--- config.mk ---
export PLATFORM = sky130hd
export DESIGN_NAME = bump_arena_slot_allocator_unit
export DESIGN_NICKNAME = d
export VERILOG_FILES = /design/src/rtl/bumpa_pkg.sv /design/src/rtl/bumpa_alu.sv /design/src/rtl/bumpa_table.sv /design/src/rtl/bump_arena_slot_allocator_unit.sv
export SDC_FILE = /design/constraint.sdc
export NUM_CORES = 2
export LEC_CHECK = 0
export BUFFER_PORTS_ARGS = -buffer_cell sky130_fd_sc_hd__buf_2
export CAP_MARGIN = 20
export CORE_ASPECT_RATIO = 1.25
export CORE_UTILIZATION = 63
export DETAILED_ROUTE_END_ITERATION = 7
export HOLD_SLACK_MARGIN = 0.1
export PLACE_DENSITY = 0.76
export SLEW_MARGIN = 20
export SYNTH_ARGS = -nofsm -noshare
export SYNTH_HDL_FRONTEND = slang
export SYNTH_SLANG_ARGS = --single-unit
--- constraint.sdc ---
create_clock -name clk -period 8.3 [get_ports clk]
set_input_delay 0.83 -clock clk [delete_from_list [all_inputs] [get_ports clk]]
set_output_delay 0.83 -clock clk [all_outputs]
set_load 0.1 [all_outputs]
--- src/rtl/bumpa_pkg.sv ---
package bumpa_pkg;

  localparam int CNT_W = 31;
  localparam int VAL_W = 30;
  localparam int ALU_W = 32;

  localparam logic [CNT_W-1:0] MIN_ARENA  = 31'd64;
  localparam logic [CNT_W-1:0] MAX_ARENA  = 31'h4000_0000;
  localparam logic [CNT_W-1:0] MAX_COUNT  = 31'h0400_0000;
  localparam logic [CNT_W-1:0] ALIGN_MASK = 31'd15;

  typedef enum logic [1:0] {
    CMD_CREATE  = 2'd0,
    CMD_ALLOC   = 2'd1,
    CMD_RESET   = 2'd2,
    CMD_DESTROY = 2'd3
  } cmd_t;

  typedef enum logic [2:0] {
    ST_OK        = 3'd0,
    ST_BAD_SIZE  = 3'd1,
    ST_NO_SLOT   = 3'd2,
    ST_NOT_LIVE  = 3'd3,
    ST_BAD_COUNT = 3'd4,
    ST_FULL      = 3'd5
  } status_t;

  typedef enum logic [2:0] {
    S_IDLE,
    S_SCAN,
    S_ALIGN,
    S_DIFF,
    S_FIT,
    S_BUMP,
    S_DONE
  } state_t;

  typedef enum logic {
    ALU_ADD,
    ALU_SUB
  } alu_op_t;

  typedef struct packed {
    logic             live_set;
    logic             live_clr;
    logic             cap_we;
    logic             off_we;
    logic [CNT_W-1:0] cap;
    logic [CNT_W-1:0] off;
  } tbl_wr_t;

endpackage

--- src/rtl/bumpa_alu.sv ---
module bumpa_alu import bumpa_pkg::*; (
  input  alu_op_t          op,
  input  logic [ALU_W-1:0] a,
  input  logic [ALU_W-1:0] b,
  output logic [ALU_W-1:0] sum
);

  logic             is_sub;
  logic [ALU_W-1:0] b_eff;

  assign is_sub = (op == ALU_SUB);
  assign b_eff  = is_sub ? ~b : b;
  assign sum    = a + b_eff + {{(ALU_W-1){1'b0}}, is_sub};

endmodule

--- src/rtl/bumpa_table.sv ---
module bumpa_table import bumpa_pkg::*; #(
  parameter int NUM_SLOTS = 32
) (
  input  logic                         clk,
  input  logic                         rst_n,
  input  logic [$clog2(NUM_SLOTS)-1:0] rd_addr,
  output logic                         live_rd,
  output logic [CNT_W-1:0]             cap_q,
  output logic [CNT_W-1:0]             off_q,
  input  logic [$clog2(NUM_SLOTS)-1:0] wr_addr,
  input  tbl_wr_t                      wr
);

  logic [NUM_SLOTS-1:0] live_r;
  logic [CNT_W-1:0]     cap_mem [NUM_SLOTS];
  logic [CNT_W-1:0]     off_mem [NUM_SLOTS];

  assign live_rd = live_r[rd_addr];

  always_ff @(posedge clk) begin
    if (!rst_n) begin
      live_r <= '0;
    end else if (wr.live_set) begin
      live_r[wr_addr] <= 1'b1;
    end else if (wr.live_clr) begin
      live_r[wr_addr] <= 1'b0;
    end
  end

  always_ff @(posedge clk) begin
    if (wr.cap_we) begin
      cap_mem[wr_addr] <= wr.cap;
    end
    if (wr.off_we) begin
      off_mem[wr_addr] <= wr.off;
    end
    cap_q <= cap_mem[rd_addr];
    off_q <= off_mem[rd_addr];
  end

endmodule

--- src/rtl/bump_arena_slot_allocator_unit.sv ---
// Bump arena slot allocator: a table of NUM_SLOTS arenas (live flag, capacity, bump offset)
// serving create, allocate, reset and destroy requests, one at a time, one result each.
// Reset, destroy and every request rejected on its fields go straight to the result; allocate
// uses one shared 32-bit adder in four steps (align, capacity minus offset, fit check, bump)
// and ends after the second or third step when it fails as full; create finds the first free
// slot by testing one live flag per cycle from slot 0. Offsets are rounded up to 16 bytes
// before each allocate, and that rounding is kept even when the allocate then fails as full.
// in_stall is high from acceptance until the result has been taken. No clearing pass is needed
// after reset.
module bump_arena_slot_allocator_unit import bumpa_pkg::*; #(
  parameter int NUM_SLOTS = 32
) (
  input  logic             clk,
  input  logic             rst_n,
  input  logic             in_valid,
  output logic             in_stall,
  input  logic [1:0]       in_cmd,
  input  logic [4:0]       in_slot_id,
  input  logic [CNT_W-1:0] in_byte_count,
  output logic             out_valid,
  input  logic             out_stall,
  output logic             out_ok,
  output logic [2:0]       out_status,
  output logic [VAL_W-1:0] out_value
);

  localparam int IDX_W = $clog2(NUM_SLOTS);
  localparam logic [IDX_W-1:0] LAST_IDX = IDX_W'(NUM_SLOTS - 1);
  localparam logic [8:0] SLOTS_EXT = 9'(NUM_SLOTS);

  state_t           state_r, state_nxt;
  logic [IDX_W-1:0] id_r, id_nxt;
  logic [IDX_W-1:0] idx_r, idx_nxt;
  logic [CNT_W-1:0] n_r, n_nxt;
  logic [CNT_W-1:0] off_al_r, off_al_nxt;
  logic [CNT_W-1:0] diff_r, diff_nxt;
  status_t          out_status_r, out_status_nxt;
  logic [VAL_W-1:0] out_value_r, out_value_nxt;

  logic [8:0]       id_ext;
  logic             in_range;
  logic [IDX_W-1:0] in_addr;

  logic [IDX_W-1:0] tbl_addr;
  logic             live_rd;
  logic [CNT_W-1:0] cap_q;
  logic [CNT_W-1:0] off_q;
  logic [IDX_W-1:0] wr_addr;
  tbl_wr_t          wr;

  alu_op_t          alu_op;
  logic [ALU_W-1:0] alu_a;
  logic [ALU_W-1:0] alu_b;
  logic [ALU_W-1:0] alu_sum;

  assign id_ext   = {4'b0000, in_slot_id};
  assign in_range = (id_ext < SLOTS_EXT);
  assign in_addr  = id_ext[IDX_W-1:0];

  assign in_stall   = (state_r != S_IDLE) || !rst_n;
  assign out_valid  = (state_r == S_DONE);
  assign out_status = out_status_r;
  assign out_ok     = (out_status_r == ST_OK);
  assign out_value  = out_value_r;

  bumpa_table #(
    .NUM_SLOTS (NUM_SLOTS)
  ) u_table (
    .clk     (clk),
    .rst_n   (rst_n),
    .rd_addr (tbl_addr),
    .live_rd (live_rd),
    .cap_q   (cap_q),
    .off_q   (off_q),
    .wr_addr (wr_addr),
    .wr      (wr)
  );

  bumpa_alu u_alu (
    .op  (alu_op),
    .a   (alu_a),
    .b   (alu_b),
    .sum (alu_sum)
  );

  always_ff @(posedge clk) begin
    if (!rst_n) begin
      state_r <= S_IDLE;
    end else begin
      state_r <= state_nxt;
    end
  end

  always_ff @(posedge clk) begin
    id_r         <= id_nxt;
    idx_r        <= idx_nxt;
    n_r          <= n_nxt;
    off_al_r     <= off_al_nxt;
    diff_r       <= diff_nxt;
    out_status_r <= out_status_nxt;
    out_value_r  <= out_value_nxt;
  end

  always_comb begin
    state_nxt      = state_r;
    id_nxt         = id_r;
    idx_nxt        = idx_r;
    n_nxt          = n_r;
    off_al_nxt     = off_al_r;
    diff_nxt       = diff_r;
    out_status_nxt = out_status_r;
    out_value_nxt  = out_value_r;
    tbl_addr       = id_r;
    wr_addr        = id_r;
    wr             = '0;
    alu_op         = ALU_ADD;
    alu_a          = '0;
    alu_b          = '0;

    case (state_r)
      S_IDLE: begin
        tbl_addr = in_addr;
        if (in_valid && rst_n) begin
          id_nxt         = in_addr;
          n_nxt          = in_byte_count;
          idx_nxt        = '0;
          out_status_nxt = ST_OK;
          out_value_nxt  = '0;
          state_nxt      = S_DONE;
          case (cmd_t'(in_cmd))
            CMD_CREATE: begin
              if (in_byte_count < MIN_ARENA || in_byte_count > MAX_ARENA) begin
                out_status_nxt = ST_BAD_SIZE;
              end else begin
                state_nxt = S_SCAN;
              end
            end
            CMD_ALLOC: begin
              if (in_byte_count == '0) begin
                out_status_nxt = ST_BAD_COUNT;
              end else if (!in_range) begin
                out_status_nxt = ST_NOT_LIVE;
              end else if (in_byte_count > MAX_COUNT) begin
                out_status_nxt = ST_BAD_COUNT;
              end else if (!live_rd) begin
                out_status_nxt = ST_NOT_LIVE;
              end else begin
                state_nxt = S_ALIGN;
              end
            end
            CMD_RESET: begin
              if (!in_range || !live_rd) begin
                out_status_nxt = ST_NOT_LIVE;
              end else begin
                wr_addr   = in_addr;
                wr.off_we = 1'b1;
              end
            end
            CMD_DESTROY: begin
              if (!in_range || !live_rd) begin
                out_status_nxt = ST_NOT_LIVE;
              end else begin
                wr_addr     = in_addr;
                wr.live_clr = 1'b1;
              end
            end
            default: begin
              out_status_nxt = ST_NOT_LIVE;
            end
          endcase
        end
      end

      // first free slot, one flag per cycle
      S_SCAN: begin
        tbl_addr = idx_r;
        if (!live_rd) begin
          wr_addr       = idx_r;
          wr.live_set   = 1'b1;
          wr.cap_we     = 1'b1;
          wr.cap        = n_r;
          wr.off_we     = 1'b1;
          out_value_nxt = VAL_W'(idx_r);
          state_nxt     = S_DONE;
        end else if (idx_r == LAST_IDX) begin
          out_status_nxt = ST_NO_SLOT;
          state_nxt      = S_DONE;
        end else begin
          idx_nxt = idx_r + 1'b1;
        end
      end

      S_ALIGN: begin
        alu_op     = ALU_ADD;
        alu_a      = {1'b0, off_q};
        alu_b      = {1'b0, ALIGN_MASK};
        off_al_nxt = alu_sum[CNT_W-1:0] & ~ALIGN_MASK;
        state_nxt  = S_DIFF;
      end

      // capacity minus aligned offset, borrow means full
      S_DIFF: begin
        alu_op = ALU_SUB;
        alu_a  = {1'b0, cap_q};
        alu_b  = {1'b0, off_al_r};
        if (alu_sum[ALU_W-1]) begin
          wr.off_we      = 1'b1;
          wr.off         = off_al_r;
          out_status_nxt = ST_FULL;
          state_nxt      = S_DONE;
        end else begin
          diff_nxt  = alu_sum[CNT_W-1:0];
          state_nxt = S_FIT;
        end
      end

      S_FIT: begin
        alu_op = ALU_SUB;
        alu_a  = {1'b0, diff_r};
        alu_b  = {1'b0, n_r};
        if (alu_sum[ALU_W-1]) begin
          wr.off_we      = 1'b1;
          wr.off         = off_al_r;
          out_status_nxt = ST_FULL;
          state_nxt      = S_DONE;
        end else begin
          state_nxt = S_BUMP;
        end
      end

      S_BUMP: begin
        alu_op        = ALU_ADD;
        alu_a         = {1'b0, off_al_r};
        alu_b         = {1'b0, n_r};
        wr.off_we     = 1'b1;
        wr.off        = alu_sum[CNT_W-1:0];
        out_value_nxt = off_al_r[VAL_W-1:0];
        state_nxt     = S_DONE;
      end

      S_DONE: begin
        if (!out_stall) begin
          state_nxt = S_IDLE;
        end
      end

      default: begin
        state_nxt = S_IDLE;
      end
    endcase
  end

endmodule

[Word level (Yosys, flattened, before mapping)]
Memories as Yosys holds them, arrays and structs flattened. A register that Yosys moved wholly into a read port is not among the register bits.
Cells that the tools add are included.
Cells by class
  $add $sub $neg: 3
  $lt $le $gt $ge: 7
  equal/unequal tests: 18
  mux-type cells: 67
  bitwise logic cells: 5
  reduce and logical (&&, ||, !) cells: 26
Operators by type and width (number)
  $pmux W31 S4: 1
  $mux W32: 3
  $pmux W31 S3: 1
  $pmux W30 S3: 1
  $mux W31: 2
  $pmux W31 S2: 1
  $mux W30: 2
  $mux W3: 16
  $mux W5: 7
  $mux W33: 1
  $add A31 B32 Y32: 1
  $add A32 B1 Y32: 1
  $and A32 B32 Y32: 1
  $not A31 Y32: 1
  $not A32 Y32: 1
  $or A32 B32 Y32: 1
  $gt A31 B27 Y1 const B: 1
  $gt A31 B31 Y1 const B: 1
  $logic_not A31 Y1: 1
  $lt A31 B7 Y1 const B: 1
  $pmux W5 S2: 3
  $pmux W3 S7: 1
  $lt A5 B6 Y1 const B: 3
  $mux W1: 18
  30 further kinds: 56
Word-level totals
  flip-flop bits (word level): 167
  bits in writable memories: 1984
  input port bits: 42
  output and inout port bits: 36
  logic and storage cells: 137
  memories: 2
Memory list
  u_table.cap_mem: words 32, bits a word 31, read ports 1, clocked after Yosys merged registers in 1, wr ports 1, RTL line bumpa_table.sv:15  | logic [CNT_W-1:0] cap_mem [NUM_SLOTS];
  u_table.off_mem: words 32, bits a word 31, read ports 1, clocked after Yosys merged registers in 1, wr ports 1, RTL line bumpa_table.sv:16  | logic [CNT_W-1:0] off_mem [NUM_SLOTS];

[Longest topological paths before layout]
  word-level depth: 18
  gate-level depth with buffers: 24
  gate-level depth less buffers: 20

[Cells and area by module]
Synthesis repeated with hierarchy kept, for this count alone.
Second synthesis, totals
  cell total of the unflattened synthesis: 4225
  area, all modules: 86400.4 sq um
By module, submodules not included
  bumpa_table: times used 1, cells each 3395, area an instance 77486.8 sq um, sequential area each 61458.9 sq um
  bump_arena_slot_allocator_unit: times used 1, cells each 538, area an instance 6792.8 sq um, sequential area each 4023.9 sq um
  bumpa_alu: times used 1, cells each 292, area an instance 2120.8 sq um, sequential area each 0.0 sq um

[Least setup slack after synthesis]
No wires, ideal clock.
  kind: input to register
  from: input port rst_n
  to: memory u_table.cap_mem[22][0] (enable)
  library setup time: 500 ps
  arrival: 6295 ps
  data required time: 7800 ps
  path slack: 1505 ps
  stages on the path: 10
  buffers on the path: 1
  cells stage by stage: inv_1 nor3_1 and2_1 nand2_1 nand2_1 a32oi_1 nor2_2 nand3_1 clkbuf_1 nor4_1
On the way
  cells in the longest elaborated chain, start to end: 3
RTL lines
  start: declaration: RTL line bump_arena_slot_allocator_unit.sv:14  | input logic rst_n,
  $logic_and A1 B1 Y1: RTL line bump_arena_slot_allocator_unit.sv:123  | if (in_valid && rst_n) begin
  $mux W5: RTL line bump_arena_slot_allocator_unit.sv:123
  $pmux W5 S2: RTL line bump_arena_slot_allocator_unit.sv:120  | case (state_r)
  end: declaration: RTL line bumpa_table.sv:15
Every way passes these cells.

[Worst setup path after layout]
  from: register state_r[0]
  to: memory u_table.off_mem[18][8] (enable)
On the way
  cells in the longest elaborated chain, start to end: 12
  elaborated cells on any way between the ends: 33
  classes of those cells: add/sub: 2; eq/ne: 5; mux: 20; bitwise: 1; reduce/logical: 5
RTL lines
  start: declaration: RTL line bump_arena_slot_allocator_unit.sv:31  | state_t state_r, state_nxt;
  start signal: assignment: RTL line bump_arena_slot_allocator_unit.sv:90  | state_r <= state_nxt;
  branches (longest 12 deep; another with $add A31 B32 Y32)
  end: declaration: RTL line bumpa_table.sv:16
Parallel ways; which one is timed is not known. The select of a mux whose other input is x is not followed.

==> impl_metrics.toml <==
[logic_synthesis]
netlist_area_um2 = 87900
yosysTopAreaCell = "edfxtp_1"
synth_top_area_frac = 0.723
synth_edf_count = 2116
synth_area_leaders = "edfxtp_1, mux4_2, mux2i_1"
syn_area_per_cell_um2 = 19.3
synthFlopType = "edfxtp_1"
yosys_warnings = 0
yosysUniqueCellTypes = 83
async_flop_share = 0
syn_inst = 4555
synth_seq_area_share = 0.745
syn_nets = 4632
synth_seq_cells = 2213

[sta]
min_period_ns = 7.27
hold_violations = 0
finClkSkew_ns = 0.0287
setup_viol = 0
fin_tns_setup_ns = 0
setup_ws_ns = 1.03
max_freq_mhz = 138
tightest_slew_ns = 1.16
drv_slew = 0
max_slew_margin = 0.227
period_share = 0.876
finalHoldWorstSlack_ns = 0.197
rsz0062_at_grt = "no"

[setup_path]
rrSetupSlack_ns = 1.03
r2r_end = "u_table.off_mem[18][8]"
worstPathArrival_ns = 7.81
cpMaxStageDelayCell = "or4_1"
crit_top_cell = "a21o_1"
crit_path_max_incr_delay_ns = 0.79
crit_required_ns = 8.84
worstRegToRegCells = 21
path_cells = "nor2b_1 -> nand2_1 -> o22ai_1 -> ha_1 -> a21o_1 -> a21o_1 -> a21o_1 -> a2111oi_0 -> o31ai_1 -> and3b_1 -> o21ai_0 -> a21oi_1 -> o32a_1 -> inv_1 -> ha_1 -> o21a_1 -> o32ai_1 -> buf_2 -> or4_1 -> nor2_4 -> buf_4"
endpoint_kind = "flop"
crit_path_start_kind = "flop"
critPathMaxFanout = 37
crit_type = "flop to flop"
critPathLaunch = "state_r[0]"
worst_r2r_startpoint = "state_r[0]"

[routing]
drt_iter0_drc = 6301
wl_per_cell_um = 34.5
viasPerCell = 6.84
antenna_left = 0
wirelength_um = 233000
num_vias = 46200
drc = 0
firstDrtPassIters = 6

[grt]
grt_overflow = 0
grt_max_degree = 133
grt_antenna_before_repair = 15
grt_pass1_wl_um = 331000
track_usage = 0.337
grt_pass1_vias = 46500

[die]
die_area_um2 = 141000
die_w_um = 336
io_pins = 78
core_region_area_um2 = 138000
start_util = 0.638
die_h_um = 420
rows = 152

[finish]
fin_nets = 4808
layout-drive-gt1-share = 0.245
mostFrequentLayoutCells = "edfxtp_1, mux4_2, nand2_1"
final_common_cell = "edfxtp_1"
final_util = 0.711
fin_area_um2 = 98000
syn_to_final_growth_pct = 11.5
final_cell_count_no_fill = 6756

[clocking]
cts_resized = 0
ctsLongestPathBuffers = 3
clockRootBuffer = "clkbuf_16"
cts_sinks = 2213
clk_pin_slew_ns = 0.06
cts-htree-levels = 4
cts_tree = "done"
postCtsSetupRepairBufs = 0
hold_buffers = 0
clk_latency_ns = 0.84
cts_buffers = 197

[pwr]
vdd_ir_drop_max_mv = 0.425
pwr-share-clk = 0.236
power.total_mw = 38.4
power_frac_comb = 0.390
p_leak_nw = 33.2
internal_power_mw = 24.2
power_frac_seq = 0.374
p_sw_frac = 0.371
power.density_nw_per_um2 = 392
net-switching-power_mw = 14.2

[place]
dp_slack_ns = 1.12
placed_area_um2 = 91600
gp_congestion = 0.961
portBuffers = 77
dp_hpwl_um = 141000
placed_cells_incl_taps = 6379

[status]
outcome = "finished, final reports clean"

[job]
max_cap_violations = 0

[hold_path]
holdPathEnd = "n_r[17]"
holdCritPathClass = "input port to flop"
holdCritStartpoint = "in_byte_count[17]"
min_path_cells = 1
logic make-up (layout without fill, tap and decap cells):
| logic type | count (synthesis) | in the layout | share of synthesized area |
|---|---|---|---|
| flops | 2213 | 2213 | 0.745 |
| simple gates | 740 | 740 | 0.0390 |
| compound gates | 468 | 468 | 0.0357 |
| xor+xnor | 60 | 60 | 0.00598 |
| fa+ha+maj | 35 | 35 | 0.00507 |
| mux | 746 | 746 | 0.156 |
| other cells | 0 | 6 | 0 |
| buf+inv | 293 | 640 | 0.0133 |
metal layers:
layer / wire length [um] / GRT usage / vias up
li1: - / - / 18900
met1: 81800 / 0.432 / 23900
met2: 117000 / 0.555 / 2842
met3: 20700 / 0.0630 / 556
met4: 13400 / 0.174 / 10
met5: 67 / 0 / -
Yosys cell counts (4+ instances only):
master,number
nand2b_1,4
o21a_1,40
edfxtp_1,2116
or3_1,7
a21boi_0,8
o2bb2ai_1,7
ha_1,34
nand3_1,116
nor3_1,17
nor3b_1,4
o41a_1,4
nand2_1,309
mux2_2,46
mux4_2,496
a31oi_1,11
or2_1,5
o22ai_1,56
a211oi_1,13
a32oi_1,5
nor2_1,135
o211ai_1,9
or2_2,6
mux2i_1,204
o21bai_1,10
a21o_1,19
a22o_1,22
o21ai_0,93
a21oi_1,124
inv_1,25
and2_1,44
nor2b_1,13
buf_6,4
clkbuf_1,154
buf_1,80
nor4_1,11
xor2_1,40
dfxtp_1,97
xnor2_1,20
buf_2,28
and3_1,42
layout make-up:
cell class | count | area, um2
antenna | 6 | 15.0
clock buffer | 259 | 5360
clock inverter | 111 | 1050
fill | 8048 | 39900
inverter | 25 | 93.8
multi-input combinational | 2049 | 21800
sequential | 2213 | 65500
tap | 1848 | 2310
timing repair buffer | 245 | 1890
state kept, by name, indices dropped and copies added (netlist names), named ones only:
| register | flops |
|---|---|
| u_table.cap_mem | 992 |
| u_table.off_mem | 992 |
| diff_r | 31 |
| n_r | 31 |
| u_table.cap_q | 31 |
| u_table.off_q | 31 |
| out_value | 30 |
| off_al_r | 27 |
| id_r | 5 |
| idx_r | 5 |
| out_status | 3 |
| state_r | 3 |
worst max path at each step:
stage | cells after the start | slack, ns | to
2_1_floorplan | 10 | 1.50 | u_table.cap_mem[22][0]
3_3_place_gp | 20 | 1.21 | u_table.off_mem[18][30]
3_5_place_dp | 20 | 1.12 | u_table.off_mem[18][30]
4_1_cts | 20 | 1.07 | u_table.off_mem[18][30]
5_1_grt | 21 | 0.56 | u_table.off_mem[18][8]
6_report | 21 | 1.03 | u_table.off_mem[18][8]
power by group through the flow:
stage | registers, mW | clock network, mW | logic (mW)
CTS | 14.4 | 9.15 | 14.9
global route | 14.4 | 9.52 | 15.6
finish | 14.4 | 9.07 | 15.0
global placement | 14.5 | 0 | 14.6
detailed placement | 14.6 | 0 | 14.7
floorplan | 14.7 | 0 | 9.41
critical path, delay by kind of cell, from the launching register on:
| kind | cells | cell delay [ns] |
|---|---|---|
| simple gates | 5 | 2.55 |
| compound gates | 11 | 2.54 |
| flops | 1 | 0.74 |
| buf+inv | 3 | 0.61 |
| fa+ha+maj | 2 | 0.51 |
No activity file was read; power rests on OpenSTA's default activity.
